[config.mk]
export PLATFORM = sky130hd
export DESIGN_NAME = button_debounce_edge_priority_flat
export DESIGN_NICKNAME = d
export VERILOG_FILES = /design/src/hdl/bdep_pkg.sv /design/src/hdl/bdep_ifs.sv /design/src/hdl/bdep_in_stage.sv /design/src/hdl/bdep_core.sv /design/src/hdl/bdep_out_stage.sv /design/src/hdl/button_debounce_edge_priority.sv /design/src/flat_wrapper.sv
export SDC_FILE = /design/constraint.sdc
export NUM_CORES = 1
export LEC_CHECK = 0
export BUFFER_PORTS_ARGS = -buffer_cell sky130_fd_sc_hd__clkbuf_2
export CAP_MARGIN = 20
export CORE_UTILIZATION = 55
export DETAILED_ROUTE_END_ITERATION = 10
export GPL_TIMING_DRIVEN = 0
export PLACE_DENSITY_LB_ADDON = 0.05
export RECOVER_POWER = 100
export SYNTH_ARGS = -nofsm -noshare
export SYNTH_HDL_FRONTEND = slang
export SYNTH_SLANG_ARGS = --single-unit
[constraint.sdc]
create_clock -name clk -period 5.7 [get_ports clk]
set_input_delay 0.855 -clock clk [delete_from_list [all_inputs] [get_ports clk]]
set_output_delay 0.855 -clock clk [all_outputs]
set_load 0.01 [all_outputs]
[src/hdl/bdep_pkg.sv]
`default_nettype none

package bdep_pkg;

  localparam int NUM_BUTTONS = 5;
  localparam int CODE_W      = $clog2(NUM_BUTTONS + 1);
  localparam int TIME_W      = 32;
  localparam int DEB_W       = 20;

  localparam logic [DEB_W-1:0] DEB_RESET = DEB_W'(50000);

  typedef logic [NUM_BUTTONS-1:0] btn_vec_t;
  typedef logic [TIME_W-1:0]      time_t;
  typedef logic [DEB_W-1:0]       deb_t;
  typedef logic [CODE_W-1:0]      code_t;

  typedef struct packed {
    btn_vec_t raw_buttons;
    time_t    now_us;
  } poll_t;

  typedef struct packed {
    code_t    event_code;
    btn_vec_t press_edges;
    btn_vec_t pressed_levels;
  } result_t;

  // lowest-numbered set bit wins; 0 when none
  function automatic code_t first_press(input btn_vec_t edges);
    code_t code;
    code = '0;
    for (int i = NUM_BUTTONS - 1; i >= 0; i--) begin
      if (edges[i]) begin
        code = CODE_W'(i + 1);
      end
    end
    return code;
  endfunction

endpackage

`default_nettype wire

[src/hdl/bdep_ifs.sv]
`default_nettype none

interface bdep_poll_if import bdep_pkg::*; ();
  logic     valid;
  logic     ready;
  btn_vec_t raw_buttons;
  time_t    now_us;

  modport source (output valid, output raw_buttons, output now_us, input ready);
  modport sink   (input valid, input raw_buttons, input now_us, output ready);
endinterface

interface bdep_result_if import bdep_pkg::*; ();
  logic     valid;
  logic     ready;
  code_t    event_code;
  btn_vec_t press_edges;
  btn_vec_t pressed_levels;

  modport source (output valid, output event_code, output press_edges,
                  output pressed_levels, input ready);
  modport sink   (input valid, input event_code, input press_edges,
                  input pressed_levels, output ready);
endinterface

interface bdep_cfg_if import bdep_pkg::*; ();
  logic valid;
  logic ready;
  deb_t debounce_time;

  modport source (output valid, output debounce_time, input ready);
  modport sink   (input valid, input debounce_time, output ready);
endinterface

`default_nettype wire

[src/hdl/bdep_in_stage.sv]
`default_nettype none

module bdep_in_stage import bdep_pkg::*; (
  input  wire logic   clk,
  input  wire logic   rst_n,
  bdep_poll_if.sink   in_ch,
  input  wire logic   take,
  output logic        vld,
  output poll_t       item
);

  logic  vld_r;
  poll_t item_r;

  assign in_ch.ready = !vld_r || take;
  assign vld         = vld_r;
  assign item        = item_r;

  always_ff @(posedge clk) begin
    if (!rst_n) begin
      vld_r <= 1'b0;
    end else if (in_ch.valid && in_ch.ready) begin
      vld_r <= 1'b1;
    end else if (take) begin
      vld_r <= 1'b0;
    end
  end

  always_ff @(posedge clk) begin
    if (in_ch.valid && in_ch.ready) begin
      item_r.raw_buttons <= in_ch.raw_buttons;
      item_r.now_us      <= in_ch.now_us;
    end
  end

endmodule

`default_nettype wire

[src/hdl/bdep_core.sv]
`default_nettype none

module bdep_core import bdep_pkg::*; (
  input  wire logic   clk,
  input  wire logic   rst_n,
  bdep_cfg_if.sink    cfg_ch,
  input  wire logic   fire,
  input  wire poll_t  item,
  output result_t     res
);

  deb_t     debounce_r;
  btn_vec_t last_raw_r;
  btn_vec_t stable_raw_r;
  btn_vec_t prev_pressed_r;
  time_t    change_time_r [NUM_BUTTONS];

  btn_vec_t stable_raw_nxt;
  btn_vec_t pressed;
  btn_vec_t edges;
  time_t    change_time_nxt [NUM_BUTTONS];
  time_t    elapsed [NUM_BUTTONS];

  assign cfg_ch.ready = 1'b1;

  always_comb begin
    for (int i = 0; i < NUM_BUTTONS; i++) begin
      elapsed[i] = item.now_us - change_time_r[i];
      if (item.raw_buttons[i] != last_raw_r[i]) begin
        // changed this poll: change time restarts, level holds
        change_time_nxt[i] = item.now_us;
        stable_raw_nxt[i]  = stable_raw_r[i];
      end else begin
        change_time_nxt[i] = change_time_r[i];
        stable_raw_nxt[i]  = (elapsed[i] > TIME_W'(debounce_r)) ?
                             item.raw_buttons[i] : stable_raw_r[i];
      end
    end
    pressed = ~stable_raw_nxt;
    edges   = pressed & ~prev_pressed_r;
    res.event_code     = first_press(edges);
    res.press_edges    = edges;
    res.pressed_levels = pressed;
  end

  always_ff @(posedge clk) begin
    if (!rst_n) begin
      debounce_r     <= DEB_RESET;
      last_raw_r     <= '1;
      stable_raw_r   <= '1;
      prev_pressed_r <= '0;
      for (int i = 0; i < NUM_BUTTONS; i++) begin
        change_time_r[i] <= '0;
      end
    end else begin
      if (cfg_ch.valid && cfg_ch.ready) begin
        debounce_r <= cfg_ch.debounce_time;
      end
      if (fire) begin
        last_raw_r     <= item.raw_buttons;
        stable_raw_r   <= stable_raw_nxt;
        prev_pressed_r <= pressed;
        for (int i = 0; i < NUM_BUTTONS; i++) begin
          change_time_r[i] <= change_time_nxt[i];
        end
      end
    end
  end

endmodule

`default_nettype wire

[src/hdl/bdep_out_stage.sv]
`default_nettype none

module bdep_out_stage import bdep_pkg::*; (
  input  wire logic    clk,
  input  wire logic    rst_n,
  input  wire logic    s1_vld,
  input  wire result_t res,
  output logic         fire,
  bdep_result_if.source out_ch
);

  logic    vld_r;
  result_t res_r;
  logic    load;

  assign load = !vld_r || out_ch.ready;
  assign fire = s1_vld && load;

  assign out_ch.valid          = vld_r;
  assign out_ch.event_code     = res_r.event_code;
  assign out_ch.press_edges    = res_r.press_edges;
  assign out_ch.pressed_levels = res_r.pressed_levels;

  always_ff @(posedge clk) begin
    if (!rst_n) begin
      vld_r <= 1'b0;
    end else if (load) begin
      vld_r <= s1_vld;
    end
  end

  always_ff @(posedge clk) begin
    if (fire) begin
      res_r <= res;
    end
  end

endmodule

`default_nettype wire

[src/hdl/button_debounce_edge_priority.sv]
`default_nettype none
// Path: a poll item accepted into the input register has its result held in the
//   result register once the output stage can load it.
// Throughput: one item per cycle unless out_ch stalls; per-button subtract/compare in parallel.
// Reset (rst_n, synchronous, active low): pipeline emptied, debounce time 50000,
//   last/stable raw all ones, change times and previous pressed mask zero.

module button_debounce_edge_priority import bdep_pkg::*; (
  input  wire logic     clk,
  input  wire logic     rst_n,
  bdep_poll_if.sink     in_ch,
  bdep_result_if.source out_ch,
  bdep_cfg_if.sink      cfg_ch
);

  logic    s1_vld;
  poll_t   s1_item;
  logic    fire;
  result_t res;

  bdep_in_stage u_in (
    .clk   (clk),
    .rst_n (rst_n),
    .in_ch (in_ch),
    .take  (fire),
    .vld   (s1_vld),
    .item  (s1_item)
  );

  bdep_core u_core (
    .clk    (clk),
    .rst_n  (rst_n),
    .cfg_ch (cfg_ch),
    .fire   (fire),
    .item   (s1_item),
    .res    (res)
  );

  bdep_out_stage u_out (
    .clk    (clk),
    .rst_n  (rst_n),
    .s1_vld (s1_vld),
    .res    (res),
    .fire   (fire),
    .out_ch (out_ch)
  );

endmodule

`default_nettype wire
[src/flat_wrapper.sv]
// flat-port wrapper written by rule: the top's interface ports become plain ports
module button_debounce_edge_priority_flat import bdep_pkg::*;
  (clk, rst_n, in_ch_valid, in_ch_raw_buttons, in_ch_now_us, in_ch_ready, out_ch_valid, out_ch_event_code, out_ch_press_edges, out_ch_pressed_levels, out_ch_ready, cfg_ch_valid, cfg_ch_debounce_time, cfg_ch_ready);
  bdep_poll_if in_ch_i ();
  bdep_result_if out_ch_i ();
  bdep_cfg_if cfg_ch_i ();
  input  wire logic clk;
  input  wire logic rst_n;
  input wire logic [$bits(in_ch_i.valid)-1:0] in_ch_valid;
  input wire logic [$bits(in_ch_i.raw_buttons)-1:0] in_ch_raw_buttons;
  input wire logic [$bits(in_ch_i.now_us)-1:0] in_ch_now_us;
  output wire logic [$bits(in_ch_i.ready)-1:0] in_ch_ready;
  output wire logic [$bits(out_ch_i.valid)-1:0] out_ch_valid;
  output wire logic [$bits(out_ch_i.event_code)-1:0] out_ch_event_code;
  output wire logic [$bits(out_ch_i.press_edges)-1:0] out_ch_press_edges;
  output wire logic [$bits(out_ch_i.pressed_levels)-1:0] out_ch_pressed_levels;
  input wire logic [$bits(out_ch_i.ready)-1:0] out_ch_ready;
  input wire logic [$bits(cfg_ch_i.valid)-1:0] cfg_ch_valid;
  input wire logic [$bits(cfg_ch_i.debounce_time)-1:0] cfg_ch_debounce_time;
  output wire logic [$bits(cfg_ch_i.ready)-1:0] cfg_ch_ready;
  assign in_ch_i.valid = in_ch_valid;
  assign in_ch_i.raw_buttons = in_ch_raw_buttons;
  assign in_ch_i.now_us = in_ch_now_us;
  assign in_ch_ready = in_ch_i.ready;
  assign out_ch_valid = out_ch_i.valid;
  assign out_ch_event_code = out_ch_i.event_code;
  assign out_ch_press_edges = out_ch_i.press_edges;
  assign out_ch_pressed_levels = out_ch_i.pressed_levels;
  assign out_ch_i.ready = out_ch_ready;
  assign cfg_ch_i.valid = cfg_ch_valid;
  assign cfg_ch_i.debounce_time = cfg_ch_debounce_time;
  assign cfg_ch_ready = cfg_ch_i.ready;
  button_debounce_edge_priority u_core (.clk(clk), .rst_n(rst_n), .in_ch(in_ch_i), .out_ch(out_ch_i), .cfg_ch(cfg_ch_i));
endmodule
==> metrics.txt <==
Min Hold Slack=between 400 and 500 ps; core area=roughly 36000 um^2; worst path required time=approximately 6100 ps; Switch Pwr=between 2 and 2.5 mW; area of the mapped netlist=20000 um^2; clk_lat worst skew=~540 ps; Worst Setup Path Type=reg -> reg; vias per inst=just over 6; Die Y=193 um; Sw Share=a little over a third; Logic pwr share=between 30% and 40%; via count=between 15000 and 20000; actual slew at the worst max-slew pin=roughly 2600 ps; Final Cycle Share=roughly 100%; CTS buffer count=25; setup TNS=0 ps; CP endpoint kind=register; GRT overflow=0; status=finished, violations left; GP Congestion=approximately 0.95; vias in the first global route=roughly 17000; worst rel slew slack=-74.3%; power per cell area=263 nW/um^2; Routed WL=a little under 60000 um; antenna-violating nets left=0; I/O pins=78; CTS H-tree lvls=1; die width=~190 um; Root Driver=clkbuf_16; Yosys warnings=0; first-pass GRT wire length=roughly 90000 um; Clk pin slew, worst setup/hold paths=approximately 60 ps; post-synth cell types=84; CTS Hold Bufs=0; Max VDD drop=0.269 mV; DR WL/cell=21.0 um; ys flop type=edfxtp_1; fin crit period=approximately 5700 ps; Setup Viol. Count Final=0; Slew Viols, Final=45; area of the die=between 30000 and 40000 um^2; most frequent cells in the layout=253 x ha_1, 221 x inv_1, 210 x edfxtp_1; first-iteration detailed-routing DRC count=around 1400; CTS max path bufs=3; DRT Pass-1 Iters=5; IO buf count=75; unrepaired setup endpoints after global routing=true; Layout Skew=between 9 and 10 ps; CTS tree=built; asr flop ratio synth=0%; syn nets=2515; Tightest Hold Check Type=reg -> reg; Final Hold Fails=0; Clock Sinks=approximately 250; final net count=roughly 2700; Achievable Freq=about 180 MHz; P_int=between 3 and 4 mW; DP Wirelength=between 40000 and 50000 um; Setup crit start kind=register; Clock power frac=between 20% and 30%; Initial Util=between 50% and 60%; Fill cells=3063; # diodes=0; largest net degree at the start of global routing=27; failing checks=max-capacitance violations, max-slew violations; gr usage total=between 30% and 40%; share of cells above drive strength 1=between 10% and 20%; Post-synth EDFFs=210; Worst Path Max Fanout=4; FF+latch count, synth=approximately 250; most common cell after layout, fill and taps aside=ha_1; Seq pwr share=approximately 37%; Mean Syn Cell Area=approximately 9.1 um^2; max-cap viol count=4; initial antenna violation count=0; Static Leak=roughly 9.5 nW; Residual DRC=0; Site Rows=a little under 70; Critical Path AT=6080 ps; Cells after Synth=~2200; P&R area growth vs syn=13.0%; post-synthesis sequential area ratio=35.2%
[sequential cells by signal, summed over array words and instances, names as in the netlist]
| signal | cells |
|---|---|
| u_core.u_core.change_time_r | 160 |
| u_core.u_in.item | 37 |
| u_core.u_core.debounce_r | 20 |
| u_core.u_core.last_raw_r | 5 |
| u_core.u_core.prev_pressed_r | 5 |
| u_core.u_core.stable_raw_r | 5 |
| u_core.u_out.out_ch.press_edges | 5 |
| u_core.u_out.out_ch.pressed_levels | 5 |
| u_core.u_out.out_ch.event_code | 3 |
| u_core.u_in.vld | 1 |
| u_core.u_out.out_ch.valid | 1 |
[power by group through the flow]
stage	clock, mW	sequential, mW	combinational (mW)
2_1_floorplan	0	2.18	1.48
3_3_place_gp	0	2.21	1.92
3_5_place_dp	0	2.20	1.99
4_1_cts	1.63	2.16	2.08
5_1_grt	1.68	2.18	2.40
6_report	1.60	2.17	2.17
[cell usage after synthesis (6+ instances only)]
| cell | n | area (um^2) |
|---|---|---|
| nand2b_1 | 16 | 100 |
| xor2_1 | 46 | 403 |
| a21boi_0 | 8 | 60.1 |
| a221oi_1 | 8 | 70.1 |
| nor4_1 | 14 | 87.6 |
| and3_1 | 49 | 307 |
| dfxtp_1 | 37 | 741 |
| o31ai_1 | 17 | 128 |
| ha_1 | 255 | 3190 |
| mux2i_1 | 22 | 220 |
| a21o_1 | 63 | 473 |
| a211oi_1 | 19 | 143 |
| o221ai_1 | 10 | 87.6 |
| o21ai_0 | 105 | 526 |
| a21oi_1 | 200 | 1000 |
| nor2b_1 | 30 | 188 |
| a31oi_1 | 26 | 163 |
| and4_1 | 8 | 70.1 |
| nor3_1 | 32 | 160 |
| nor2_1 | 132 | 495 |
| o211ai_1 | 25 | 188 |
| o22ai_1 | 8 | 50.1 |
| and2_1 | 18 | 113 |
| nand3_1 | 53 | 265 |
| edfxtp_1 | 210 | 6310 |
| nand4_1 | 60 | 375 |
| a211o_1 | 12 | 105 |
| clkbuf_1 | 66 | 248 |
| o21bai_1 | 20 | 150 |
| xnor2_1 | 77 | 674 |
| o2111ai_1 | 9 | 78.8 |
| inv_1 | 223 | 837 |
| o21a_1 | 32 | 240 |
| a2111oi_0 | 6 | 52.6 |
| or3_1 | 17 | 106 |
| nand2_1 | 155 | 582 |
[path summary, 6_finish.rpt]
kind / startpoint / depth (start not counted) / slack [ps] / endpoint
max: u_core.u_in.item[0] / 24 / 0.8 / u_core.u_out.out_ch.event_code[0]
max reg2reg: u_core.u_in.item[0] / 24 / 0.8 / u_core.u_out.out_ch.event_code[0]
min reg2reg: u_core.u_core.stable_raw_r[0] / 2 / 450 / u_core.u_core.stable_raw_r[0]
min: u_core.u_core.stable_raw_r[0] / 2 / 450 / u_core.u_core.stable_raw_r[0]
[metrics by stage]
stage / setup slack, ps / cells / utilization, % / cell area, um^2 / total power [mW]
after detailed placement: -827 / 2735 / 59.4 / 21200 / 4.19
final: 0.755 / 2828 / 63.4 / 22600 / 5.94
after CTS: 2.27 / 2805 / 62.8 / 22400 / 5.87
after global placement: -759 / 2729 / 58.8 / 21000 / 4.13
after floorplan: 401 / 2193 / - / 20000 / 3.66
after global routing: -131 / 2828 / 63.4 / 22600 / 6.26
[per-layer routing]
metal	global-route usage (%)	vias to the layer above	share of wire [%]
li1	-	8455	-
met1	42.1	8356	44
met2	54.1	623	47
met3	2.82	113	5.6
met4	12.2	0	3.7
met5	0	-	0
[worst max-delay path, stage by stage (launching register included)]
cell and delay [ps]:
edfxtp_1 410, clkinvlp_4 170, buf_6 130, ha_4 120
inv_2 30, fa_2 350, a21o_1 200, nand4_1 170
a311oi_2 140, or3_4 440, a31oi_4 250, xnor2_2 90
ha_1 310, nand4_1 160, or4_4 620, a21oi_4 230
o41ai_4 120, a21oi_4 220, nand4b_1 160, nor4_2 60
nand4_1 400, mux2i_1 300, and3_4 260, nor2b_4 40
a22oi_1 130
[area by class of cell]
cell class	instances	area, um^2	area share [%]
Clock buffer	27	643	2.85
Inverter	223	841	3.72
Multi-Input combinational cell	1653	12300	54.6
Tap cell	461	577	2.55
Buffer	69	264	1.17
Clock inverter	18	154	0.681
Timing Repair Buffer	130	744	3.29
Sequential cell	247	7050	31.2
[cells by family (layout without fill, tap and decap cells)]
logic type	Yosys count	in the layout	share of synthesized area, %
fa+ha+maj	260	260	16.4
buf+inv	293	467	5.52
compound gates	631	631	20.7
flops	247	247	35.2
mux	24	24	1.23
xor+xnor	123	123	5.38
other cells	1	1	0.0187
simple gates	614	614	15.5
[what timing repair did]
action / in CTS / in global routing
setup buffers: 26 / 23
endpoints found under the setup margin: 22 / 22
gates resized for setup: 47 / 52
pin swaps: 25 / 56
hold endpoints to repair: 0 / 0
(Power assumes the default switching activity.)
